`config.mk`:
```
export PLATFORM = sky130hd
export DESIGN_NAME = graph_reachability_engine
export DESIGN_NICKNAME = d
export VERILOG_FILES = /design/src/gre_pkg.sv /design/src/graph_reachability_engine.sv /design/src/gre_ram.sv
export SDC_FILE = /design/constraint.sdc
export NUM_CORES = 2
export LEC_CHECK = 0
export ABC_AREA = 1
export BUFFER_PORTS_ARGS = -buffer_cell sky130_fd_sc_hd__buf_2
export CAP_MARGIN = 5
export CELL_PAD_IN_SITES_DETAIL_PLACEMENT = 0
export CELL_PAD_IN_SITES_GLOBAL_PLACEMENT = 1
export CORE_UTILIZATION = 26
export DETAILED_ROUTE_END_ITERATION = 16
export GPL_ROUTABILITY_DRIVEN = 1
export GPL_TIMING_DRIVEN = 0
export HOLD_SLACK_MARGIN = 0.05
export PLACE_DENSITY_LB_ADDON = 0.08
export SYNTH_ARGS = -nofsm -noshare
export SYNTH_HDL_FRONTEND = slang
export SYNTH_SLANG_ARGS = --single-unit
```
`constraint.sdc`:
```
create_clock -name clk_i -period 17.66 [get_ports clk_i]
set_clock_uncertainty 0.15 [all_clocks]
set_input_delay 3.532 -clock clk_i [delete_from_list [all_inputs] [get_ports clk_i]]
set_output_delay 3.532 -clock clk_i [all_outputs]
set_load 0.01 [all_outputs]
```
`src/gre_pkg.sv`:
```
// gre_pkg: shared types and constants of the graph reachability engine
// no dependencies
`default_nettype none
package gre_pkg;
  localparam int unsigned Nodes = 16;
  localparam int unsigned NodeW = 4;
  localparam int unsigned CntW = 5;
  localparam int unsigned AdjAddrW = 8;

  typedef enum logic [2:0] {
    ACT_ADD = 3'd0, ACT_DEL = 3'd1, ACT_REACH = 3'd2, ACT_PATH = 3'd3, ACT_CONN = 3'd4
  } action_e;

  typedef enum logic [1:0] {
    ST_OK = 2'd0, ST_RANGE = 2'd1, ST_DUP = 2'd2, ST_ABSENT = 2'd3
  } status_e;

  typedef enum logic [4:0] {
    S_IDLE, S_SCAN_REQ, S_SCAN_CHK, S_DEL_RD, S_DEL_WR,
    S_WALK_TOP, S_WALK_RD, S_WALK_CHK, S_CONN_NEXT, S_CONN_CHK,
    S_PATH_RD, S_PATH_OUT, S_OUT
  } state_e;
endpackage
`default_nettype wire

```
`src/graph_reachability_engine.sv`:
```
// graph reachability engine: adjacency lists in ram, depth-first walk sequencer
// an add or delete scans the source node's entries, a walk reads the adjacency entries of
// each visited node, and the connectivity check runs up to one walk per node
// throughput: one item at a time, the next is taken once its last result word has left
// reset: lengths, marks and node_count clear at once, no clearing pass; depends on gre_pkg, gre_ram
`default_nettype none
module graph_reachability_engine (
  input  wire logic        clk_i,
  input  wire logic        rst_ni,
  input  wire logic        cfg_valid_i,
  output logic             cfg_ready_o,
  input  wire logic [7:0]  cfg_data_i,   // node_count [4:0]
  input  wire logic        s_axis_tvalid_i,
  output logic             s_axis_tready_o,
  input  wire logic [15:0] s_axis_tdata_i, // action[2:0] from_node[6:3] to_node[10:7]
  output logic             m_axis_tvalid_o,
  input  wire logic        m_axis_tready_i,
  output logic [7:0]       m_axis_tdata_o, // status[1:0] answer[2] path_node[6:3]
  output logic             m_axis_tlast_o
);
  import gre_pkg::*;

  state_e st_q, st_d;
  logic [CntW-1:0] ncnt_q;
  logic [2:0] act_q;
  logic [NodeW-1:0] from_q, to_q;
  logic [CntW-1:0] len_q [Nodes];
  logic [Nodes-1:0] vis_q;
  logic [CntW-1:0] i_q, i_d;         // scan index / connectivity column
  logic [CntW-1:0] sp_q, sp_d;       // stack depth
  logic [CntW-1:0] root_q, root_d;   // connectivity start node
  logic [NodeW-1:0] v_q, v_d;
  logic [CntW-1:0] p_q, p_d;
  logic [CntW-1:0] k_q, k_d;
  logic [1:0] ost_q, ost_d;
  logic ans_q, ans_d;
  logic [NodeW-1:0] onode_q, onode_d;
  logic olast_q, olast_d;
  logic ovld_q, ovld_d;

  // adjacency ram
  logic adj_we;
  logic [AdjAddrW-1:0] adj_wa, adj_ra;
  logic [NodeW-1:0] adj_wd, adj_rd;
  gre_ram #(.Width(NodeW), .Depth(Nodes*Nodes)) u_adj (
    .clk_i, .we_i(adj_we), .waddr_i(adj_wa), .wdata_i(adj_wd),
    .raddr_i(adj_ra), .rdata_o(adj_rd));

  // stack ram: node and position packed
  logic stk_we;
  logic [NodeW-1:0] stk_wa, stk_ra;
  logic [NodeW+CntW-1:0] stk_wd, stk_rd;
  gre_ram #(.Width(NodeW+CntW), .Depth(Nodes)) u_stk (
    .clk_i, .we_i(stk_we), .waddr_i(stk_wa), .wdata_i(stk_wd),
    .raddr_i(stk_ra), .rdata_o(stk_rd));

  logic [CntW-1:0] nact;
  assign nact = (ncnt_q > CntW'(Nodes)) ? CntW'(Nodes) : ncnt_q;

  logic [CntW-1:0] flen;
  assign flen = (len_q[from_q] > CntW'(Nodes)) ? CntW'(Nodes) : len_q[from_q];
  logic [CntW-1:0] vlen;
  assign vlen = len_q[v_q];

  logic in_ok;
  assign in_ok = s_axis_tvalid_i && s_axis_tready_o;
  assign s_axis_tready_o = (st_q == S_IDLE) && !ovld_q;
  assign cfg_ready_o = 1'b1;
  assign m_axis_tvalid_o = ovld_q;
  assign m_axis_tdata_o = {1'b0, onode_q, ans_q, ost_q};
  assign m_axis_tlast_o = olast_q;

  logic vis_clr, vis_set;
  logic [NodeW-1:0] vis_idx;
  logic len_we;
  logic [CntW-1:0] len_wd;

  always_comb begin
    st_d = st_q; i_d = i_q; sp_d = sp_q; root_d = root_q; v_d = v_q; p_d = p_q;
    k_d = k_q; ost_d = ost_q; ans_d = ans_q; onode_d = onode_q; olast_d = olast_q;
    ovld_d = ovld_q;
    adj_we = 1'b0; adj_wa = {from_q, i_q[NodeW-1:0]}; adj_wd = to_q;
    adj_ra = {from_q, i_q[NodeW-1:0]};
    stk_we = 1'b0; stk_wa = sp_q[NodeW-1:0]; stk_wd = {v_q, p_q};
    stk_ra = NodeW'(sp_q - 1'b1);
    vis_clr = 1'b0; vis_set = 1'b0; vis_idx = v_q;
    len_we = 1'b0; len_wd = flen;
    if (ovld_q && m_axis_tready_i) ovld_d = 1'b0;
    unique case (st_q)
      S_IDLE: begin
        if (in_ok) begin
          i_d = '0; ost_d = ST_OK; ans_d = 1'b0; onode_d = '0; olast_d = 1'b1;
          if (s_axis_tdata_i[2:0] > ACT_CONN) begin
            st_d = S_OUT;
          end else if (s_axis_tdata_i[2:0] == ACT_CONN) begin
            root_d = '0; st_d = S_CONN_NEXT;
          end else if ({1'b0, s_axis_tdata_i[6:3]} >= nact ||
                       {1'b0, s_axis_tdata_i[10:7]} >= nact) begin
            ost_d = ST_RANGE; st_d = S_OUT;
          end else if (s_axis_tdata_i[2:0] == ACT_ADD ||
                       s_axis_tdata_i[2:0] == ACT_DEL) begin
            st_d = S_SCAN_REQ;
          end else if (s_axis_tdata_i[6:3] == s_axis_tdata_i[10:7]) begin
            // only a path query reports the node itself
            ans_d = 1'b1; st_d = S_OUT;
            if (s_axis_tdata_i[2:0] == ACT_PATH) onode_d = s_axis_tdata_i[10:7];
          end else begin
            vis_clr = 1'b1;
            v_d = s_axis_tdata_i[6:3]; p_d = '0; sp_d = '0; st_d = S_WALK_TOP;
          end
        end
      end
      S_SCAN_REQ: begin
        if (i_q >= flen) begin
          if (act_q == ACT_DEL) ost_d = ST_ABSENT;
          else if (flen >= CntW'(Nodes)) ost_d = ST_DUP;
          else begin
            adj_we = 1'b1; len_we = 1'b1; len_wd = flen + 1'b1; ans_d = 1'b1;
          end
          st_d = S_OUT;
        end else st_d = S_SCAN_CHK;
      end
      S_SCAN_CHK: begin
        if (adj_rd == to_q) begin
          if (act_q == ACT_ADD) begin
            ost_d = ST_DUP; st_d = S_OUT;
          end else begin
            st_d = S_DEL_RD;
          end
        end else begin
          i_d = i_q + 1'b1; st_d = S_SCAN_REQ;
        end
      end
      S_DEL_RD: begin
        adj_ra = {from_q, NodeW'(flen - 1'b1)};
        st_d = S_DEL_WR;
      end
      S_DEL_WR: begin
        adj_we = 1'b1; adj_wd = adj_rd; len_we = 1'b1; len_wd = flen - 1'b1;
        ans_d = 1'b1; st_d = S_OUT;
      end
      // push current (v,p) frame: v_q/p_q hold top of stack in registers
      S_WALK_TOP: begin
        // on entry v_q is a new node to push
        vis_set = 1'b1; vis_idx = v_q; p_d = '0; sp_d = sp_q + 1'b1;
        st_d = S_WALK_RD;
      end
      S_WALK_RD: begin
        if (p_q >= vlen || p_q >= CntW'(Nodes)) begin
          if (sp_q == CntW'(1)) begin
            sp_d = '0;
            st_d = (act_q == ACT_CONN) ? S_CONN_CHK : S_OUT;
            i_d = '0;
          end else begin
            sp_d = sp_q - 1'b1;
            stk_ra = NodeW'(sp_q - 2'd2);
            st_d = S_PATH_RD; // pop: reload frame
          end
        end else begin
          adj_ra = {v_q, p_q[NodeW-1:0]};
          st_d = S_WALK_CHK;
        end
      end
      S_WALK_CHK: begin
        p_d = p_q + 1'b1;
        if (act_q != ACT_CONN && adj_rd == to_q) begin
          ans_d = 1'b1; onode_d = to_q; k_d = CntW'(1);
          olast_d = (sp_q == '0);
          stk_we = 1'b1; stk_wa = NodeW'(sp_q - 1'b1); stk_wd = {v_q, p_q + 1'b1};
          if (act_q == ACT_REACH) begin
            olast_d = 1'b1; onode_d = '0; st_d = S_OUT;
          end else begin
            olast_d = 1'b0; ovld_d = 1'b1; st_d = S_PATH_OUT;
          end
        end else if (!vis_q[adj_rd] && sp_q < CntW'(Nodes)) begin
          stk_we = 1'b1; stk_wa = NodeW'(sp_q - 1'b1); stk_wd = {v_q, p_q + 1'b1};
          v_d = adj_rd; st_d = S_WALK_TOP;
        end else st_d = S_WALK_RD;
      end
      S_PATH_RD: begin
        // frame data arrives from stack ram
        if (act_q == ACT_PATH && ans_q) begin
          onode_d = stk_rd[NodeW+CntW-1:CntW];
          olast_d = (sp_q == '0) || (k_q == CntW'(Nodes-1));
          ovld_d = 1'b1; k_d = k_q + 1'b1;
          st_d = olast_d ? S_IDLE : S_PATH_OUT;
        end else begin
          v_d = stk_rd[NodeW+CntW-1:CntW]; p_d = stk_rd[CntW-1:0];
          st_d = S_WALK_RD;
        end
      end
      S_PATH_OUT: begin
        if (!ovld_q || m_axis_tready_i) begin
          sp_d = sp_q - 1'b1;
          stk_ra = NodeW'(sp_q - 1'b1);
          st_d = S_PATH_RD;
        end
      end
      S_CONN_NEXT: begin
        if (root_q >= nact) begin
          ans_d = 1'b1; st_d = S_OUT;
        end else begin
          vis_clr = 1'b1; v_d = root_q[NodeW-1:0]; sp_d = '0; st_d = S_WALK_TOP;
        end
      end
      S_CONN_CHK: begin
        if (i_q >= nact) begin
          root_d = root_q + 1'b1; st_d = S_CONN_NEXT;
        end else if (!vis_q[i_q[NodeW-1:0]]) begin
          st_d = S_OUT;
        end else i_d = i_q + 1'b1;
      end
      S_OUT: begin
        ovld_d = 1'b1; st_d = S_IDLE;
      end
      default: st_d = S_IDLE;
    endcase
  end

  always_ff @(posedge clk_i or negedge rst_ni) begin
    if (!rst_ni) begin
      st_q <= S_IDLE; ncnt_q <= '0; vis_q <= '0; ovld_q <= 1'b0;
      for (int n = 0; n < Nodes; n++) len_q[n] <= '0;
    end else begin
      st_q <= st_d; ovld_q <= ovld_d;
      if (cfg_valid_i) ncnt_q <= cfg_data_i[CntW-1:0];
      if (vis_clr) vis_q <= '0;
      else if (vis_set) vis_q[vis_idx] <= 1'b1;
      if (len_we) len_q[from_q] <= len_wd;
    end
  end

  always_ff @(posedge clk_i) begin
    if (in_ok) begin
      act_q <= s_axis_tdata_i[2:0]; from_q <= s_axis_tdata_i[6:3];
      to_q <= s_axis_tdata_i[10:7];
    end
    i_q <= i_d; sp_q <= sp_d; root_q <= root_d; v_q <= v_d; p_q <= p_d; k_q <= k_d;
    ost_q <= ost_d; ans_q <= ans_d; onode_q <= onode_d; olast_q <= olast_d;
  end
endmodule
`default_nettype wire

```
`src/gre_ram.sv`:
```
// gre_ram: generic single-port-write, one-read synchronous ram
// registered read data, no dependencies
`default_nettype none
module gre_ram #(
  parameter int unsigned Width = 4,
  parameter int unsigned Depth = 16
) (
  input  wire logic                     clk_i,
  input  wire logic                     we_i,
  input  wire logic [$clog2(Depth)-1:0] waddr_i,
  input  wire logic [Width-1:0]         wdata_i,
  input  wire logic [$clog2(Depth)-1:0] raddr_i,
  output logic      [Width-1:0]         rdata_o
);
  logic [Width-1:0] mem [Depth];
  always_ff @(posedge clk_i) begin
    if (we_i) begin
      mem[waddr_i] <= wdata_i;
    end
    rdata_o <= mem[raddr_i];
  end
endmodule
`default_nettype wire
```
Word-level counts from Yosys, hierarchy flattened
Memories as Yosys holds them, arrays and structs flattened. A register that Yosys moved wholly into a read port is not among the register bits. Index checks and enable logic that the tools add are counted.

Logic and storage cells: 316. Input bits: 29. Bits in latches: 0. Memories kept: 2. Output and inout port bits: 12. RAM bits: 1168. Flip-flop bits (word level): 155. ROM bits: 0.

Eq/ne operators: 52. Reduce and logical (&&, ||, !) cells: 39. Div/mod/pow operators: 0. $mul: 0. Bitwise gates (word level): 3. Order comparisons: 19. Add/subtract/negate cells: 9. Multiplexer cells: 159. Shifts and indexed selects: 0.

Memories: u_adj.mem (words 256, bits a word 4, rd ports 1, clocked after memory_dff 1, wr ports 1, RTL line gre_ram.sv:15) `logic [Width-1:0] mem [Depth];`; u_stk.mem (words 16, bits a word 9, rd ports 1, clocked after memory_dff 1, wr ports 1, RTL line gre_ram.sv:15).

Operators by type and width (count): two-way mux 5 bit (43); two-way mux 4 bit (37); bitwise mux 80 bit (1); one-hot mux 5 bit (12 select lines) (1); != test 2 bit (second input constant) (25); two-way mux 1 bit (43); binary-select mux 5 bit (select 4 bit) (2); one-hot mux 5 bit (4 select lines) (2); two-way mux 16 bit (2); adder 5 x 1 -> 5 bit (second input constant) (6); equality test 5 x 4 -> 1 bit (second input constant) (6); one-hot mux 5 bit (2 select lines) (3); one-hot mux 5 bit (5 select lines) (1); demux 5 bit (select 4 bit) (1); equality test 5 x 3 -> 1 bit (second input constant) (4); >= comparator 5 bit (4); >= comparator 5 bit (second input constant) (4); OR 16 bit (1); one-hot mux 4 bit (4 select lines) (1); one-hot mux 8 bit (2 select lines) (1); less-than comparator 4 x 5 -> 1 bit (second input constant) (3); two-way mux 2 bit (7); AND reduction 7 bit (2); one-hot mux 4 bit (3 select lines) (1); 41 further kinds (80).

Longest topological paths before layout
Depth after elaboration: 13. Mapped depth: 33. Depth with buffers taken out: 30.

Cells and area by module
Synthesis repeated with hierarchy kept, for this count alone.

Cells, all modules: 5762. Area total of the unflattened synthesis: 59647.2 um^2.

By module, submodules not included: gre_ram at u_adj (seq. area each 30829.6 um^2, area each 42824.8 um^2, cells each 3720, times used 1); graph_reachability_engine (seq. area each 4093.9 um^2, area each 10319.9 um^2, cells each 1427, times used 1); gre_ram at u_stk (seq. area each 4504.3 um^2, area each 6502.5 um^2, cells each 615, times used 1).

Worst setup path after synthesis
Ideal clock, no wire load.

Path type: register to register. Start point: register st_q[1]. End point: memory u_adj.mem[0][1] (data pin). Clock period less this slack: 13.610 ns. Data required time: 15.317 ns. Library setup time: 2.193 ns. Cell stages (with the launch flop): 6. Data arrival time: 11.267 ns. Path slack: 4.050 ns. Buffers on the path: 0. Cells stage by stage: dfrtp_1 -> nor2_1 -> inv_1 -> nor2_1 -> clkinv_1 -> o21ai_0.

Word-level cells in the longest chain between the ends: 2.

Ends and longest elaborated chain: from (decl) (RTL line graph_reachability_engine.sv:23) `state_e st_q, st_d;`; from (signal assigned) (RTL line graph_reachability_engine.sv:225) `st_q <= st_d; ovld_q <= ovld_d;`; equality test 5 x 3 -> 1 bit (RTL line graph_reachability_engine.sv:89) `unique case (st_q)`; two-way mux 4 bit (RTL line graph_reachability_engine.sv:89); via adj_wd[1] (RTL line graph_reachability_engine.sv:44) `logic [NodeW-1:0] adj_wd, adj_rd;`; to (decl) (RTL line gre_ram.sv:15).

The timed path passes the listed nets, and every way through them passes these cells.

Worst setup path after layout
Start point: register v_q[0]. End point: register u_adj.rdata_o[3], read port of u_adj.mem.

Word-level cells in the longest chain between the ends: 8.

Ends and longest elaborated chain: from (decl) (RTL line graph_reachability_engine.sv:32) `logic [NodeW-1:0] v_q, v_d;`; from (signal assigned) (RTL line graph_reachability_engine.sv:238) `i_q <= i_d; sp_q <= sp_d; root_q <= root_d; v_q <= v_d; p_q <= p_d; k_q <= k_d;`; NOT 4 -> 5 bit (implied by the code) (RTL line graph_reachability_engine.sv:63) `assign vlen = len_q[v_q];`; binary-select mux 5 bit (select 4 bit) (RTL line graph_reachability_engine.sv:63); two-way mux 5 bit (implied by the code) (2 in series) (RTL line graph_reachability_engine.sv:63); >= comparator 5 bit (RTL line graph_reachability_engine.sv:149) `if (p_q >= vlen || p_q >= CntW'(Nodes)) begin`; logical OR 1 bit (RTL line graph_reachability_engine.sv:149); two-way mux 8 bit (*) (RTL line graph_reachability_engine.sv:149); one-hot mux 8 bit (2 select lines) (*) (RTL line graph_reachability_engine.sv:89); to (decl) (RTL line gre_ram.sv:13) `output logic [Width-1:0] rdata_o`.

Every way passes the cells marked *; elsewhere a longest branch is shown, timed or not. The select of a mux whose other input is x is not followed. A chain may end at the register's enable or synchronous reset.

==> results.cfg <==
[timing]
max_freq_mhz = 113
hold_viol_final = 0
fin_crit_ns = 8.87
relSlewSlack_pct = 5.20
finalCritPeriodShare_pct = 50.2
tns_ns = 0
rsz0062_at_grt = no
setup_violations = 0
worst_pin_slew_ns = 1.42
drv_slew = 0

[pwr]
p_int_mw = 7.32
clkPwrFrac_pct = 23.8
p_leak_nw = 26.1
ir_worst_vdd_mv = 0.0792
pwr-share-comb_pct = 46.1
p_per_area_nw_per_um2 = 199
switching_share_pct = 47.4
p_seq_share_pct = 30.1
p_switching_mw = 6.59

[floorplan]
die_area_sq_um = 232000
start_util_pct = 26.2
die_width_um = 482
row_count = 175
coreArea_sq_um = 228000
io_pins = 41
die_y_um = 482

[synth]
ys_seq_area_share_pct = 65.9
synth_warnings = 0
ys.flop_type = edfxtp_1
synthesis.nets = 5889
ys_ff_latch = 1335
synthCells = 5814
synth_edf_count = 1216
async_flop_share_pct = 7.94
syn_area_sq_um = 59800
synth.avg_cell_area_sq_um = 10.3
ys_types = 52

[setup_path]
crit_type = reg2reg
critPathMaxFanout = 20
cp-start-kind = flop
end_kind = flop
reg2reg_from = v_q[0]
r2r_cells = 27
reg2reg_to = u_adj.rdata_o[3]
reg2reg_slack_ns = 8.79
cp.arrival_ns = 9.42
crit_required_ns = 18.21

[placed_design]
place_inst = 8900
hpwl_mm = 192
place_congestion = 0.922
portBuffers = 29

[final_layout]
final_cells = 9203
fin_nets = 6131
fillers = 23600
area_growth_pct = 17.0
seq_area_sq_um = 39400
drive_gt1_share_pct = 7.34
multi_input_area_sq_um = 16500

[drt]
ant_nets = 0
vias_per_cell = 4.85
vias = 44700
drt-initial-drc-count = 4686
totalWireLength_mm = 259
drt_pre_antenna_iters = 5
wl_per_cell_um = 28.1
drc = 0

[cts]
cts_setup_buffers = 0
path_clk_slew_ns = 0.06
cts_tree = yes
clock_sinks = 1335
numCtsBuffers = 163
clk_latency_ns = 0.82
cts.repair.resized = 0
ctsHoldBuffers = 0
root_buffer = clkbuf_16
cts_max_path_buffers = 3
cts_max_level = 4

[min_path]
holdPathStages = 2
min-delay-start = len_q[6]
worstHoldEndpoint = len_q[6]
hold_path_class = reg2reg

[run_status]
status = finished, final reports clean

[flow_run]
cap_violations = 0

[global_routing]
grt_pass1_vias = 43600
gr-usage-all-layers_pct = 22.1
grt_overflow = 0
grt_pass1_wl_mm = 356
grt_max_degree = 82
antenna_found_initial = 24
==> registers in the layout, indices dropped and copies added, names as in the netlist, 4 cells and up <==
register,cells
u_adj.mem,1024
u_stk.mem,144
len_q,80
vis_q,16
u_stk.rdata_o,9
i_q,5
k_q,5
ncnt_q,5
p_q,5
root_q,5
sp_q,5
from_q,4
onode_q,4
st_q,4
to_q,4
u_adj.rdata_o,4
v_q,4
==> layer usage <==
| metal | track usage, % | share of wire (%) | vias to the layer above |
|---|---|---|---|
| li1 | - | - | 20500 |
| met1 | 33.2 | 49 | 22700 |
| met5 | 0 | 0 | - |
| met2 | 33.4 | 43 | 1266 |
| met4 | 4.77 | 2.0 | 0 |
| met3 | 3.35 | 5.4 | 247 |
==> placed cells by master, fill, tap and decap left out, types with 5 or more instances in the layout <==
master and n:
edfxtp_1 1216, nand2_1 1063, o21ai_0 687, inv_1 631
nor2_1 627, nand3_1 475, a21oi_1 278, clkbuf_1 221
clkbuf_16 167, buf_2 139, dfrtp_1 106, nand3b_1 57
o221ai_1 46, ha_1 46, clkinv_1 43, o21ai_1 31
buf_1 29, a22oi_1 25, clkinv_2 24, buf_12 21
xor2_1 17, o211ai_1 17, a31oi_1 17, buf_16 17
nand4_1 15, buf_4 13, dfxtp_1 13, a221oi_1 12
o22ai_1 12, nor3_1 12, bufinv_16 10, buf_6 9
nor4_1 7, diode_2 6, o21a_1 6, clkbuf_2 5
clkinvlp_4 5
==> final cells by class <==
class                   count  share of cell area, %
clock inverters            84                   1.15
flip-flops and latches   1335                   56.3
repair buffers             77                   1.63
diodes                      6                 0.0215
clock buffers             213                   6.28
well taps                3009                   5.38
plain buffers             338                   2.13
inverters                 645                   3.46
multi-input cells        3496                   23.6
==> power groups by stage <==
stage               combinational (mW)  sequential [mW]  clock (mW)
detailed placement                6.36             4.25           0
finish                            6.42             4.18        3.31
floorplan                         2.99             4.39           0
CTS                               6.38             4.18        3.38
global placement                  6.15             4.91           0
global route                      6.83             4.20        3.50
==> kinds of logic (layout without fill, tap and decap cells) <==
kind of cell	Yosys count	in the layout	share of synthesized area [%]
other cells	2	8	0.0126
fa+ha+maj	46	46	0.963
flops	1335	1335	65.9
xor+xnor	21	21	0.308
buf+inv	983	1357	6.53
simple gates	2272	2272	15.8
compound gates	1155	1155	10.4
==> stage by stage <==
stage / setup slack, ns / total power, mW / area [sq um] / hold slack, ns / utilization (%)
detailed placement: 8.76 / 10.6 / 64800 / 0.326 / 28.4
floorplan: 4.05 / 7.38 / 59800 / 0.303 / -
global route: 8.41 / 14.5 / 70000 / 0.357 / 30.7
CTS: 8.73 / 13.9 / 70000 / 0.341 / 30.7
global placement: -17.95 / 11.1 / 63700 / 0.323 / 27.9
finish: 8.79 / 13.9 / 70000 / 0.338 / 30.7
==> worst max path at each step <==
stage          startpoint                 to  slack [ns]  cells after the start
2_1_floorplan     st_q[1]    u_adj.mem[0][1]        4.05                      5
3_3_place_gp      st_q[0]  u_adj.mem[173][3]      -17.95                      5
3_5_place_dp       v_q[0]   u_adj.rdata_o[3]        8.76                     27
4_1_cts            v_q[0]   u_adj.rdata_o[3]        8.73                     27
5_1_grt            v_q[0]   u_adj.rdata_o[1]        8.41                     27
6_report           v_q[0]   u_adj.rdata_o[3]        8.79                     27
==> Yosys cell counts, types with 18 or more instances <==
cell      instances  area, sq um
edfxtp_1       1216        36500
nand2_1        1064         3990
o21ai_0         694         3470
inv_1           631         2370
nor2_1          627         2350
nand3_1         475         2380
a21oi_1         278         1390
clkbuf_1        184          691
buf_2           109          546
dfrtp_1         106         2650
nand3b_1         57          428
ha_1             46          576
o221ai_1         46          403
buf_1            29          109
o21ai_1          27          135
a22oi_1          25          188
xor2_1           18          158
==> worst max-delay path, cell delays in order, from the launching register on <==
cell and delay (ns):
edfxtp_1 1.18, inv_1 0.15, nor2_1 0.44, clkbuf_1 0.87, a22oi_1 0.19, nand2_1 0.19, nand2_1 0.07, nand4_1 0.27
ha_1 0.28, inv_1 0.05, a21boi_0 0.07, o21bai_1 0.18, nand3_1 0.22, inv_1 0.21, nand2_1 0.09, nand3_2 0.39
clkbuf_1 0.88, clkbuf_1 0.90, nand2_1 0.14, o21ai_0 0.67, nand3_1 0.22, nand3_1 0.14, nand3_1 0.10, nand3_1 0.12
nand3_1 0.09, nand2_1 0.09, nand2_1 0.05, nand2_1 0.26
No activity file was read; power rests on OpenSTA's default activity.
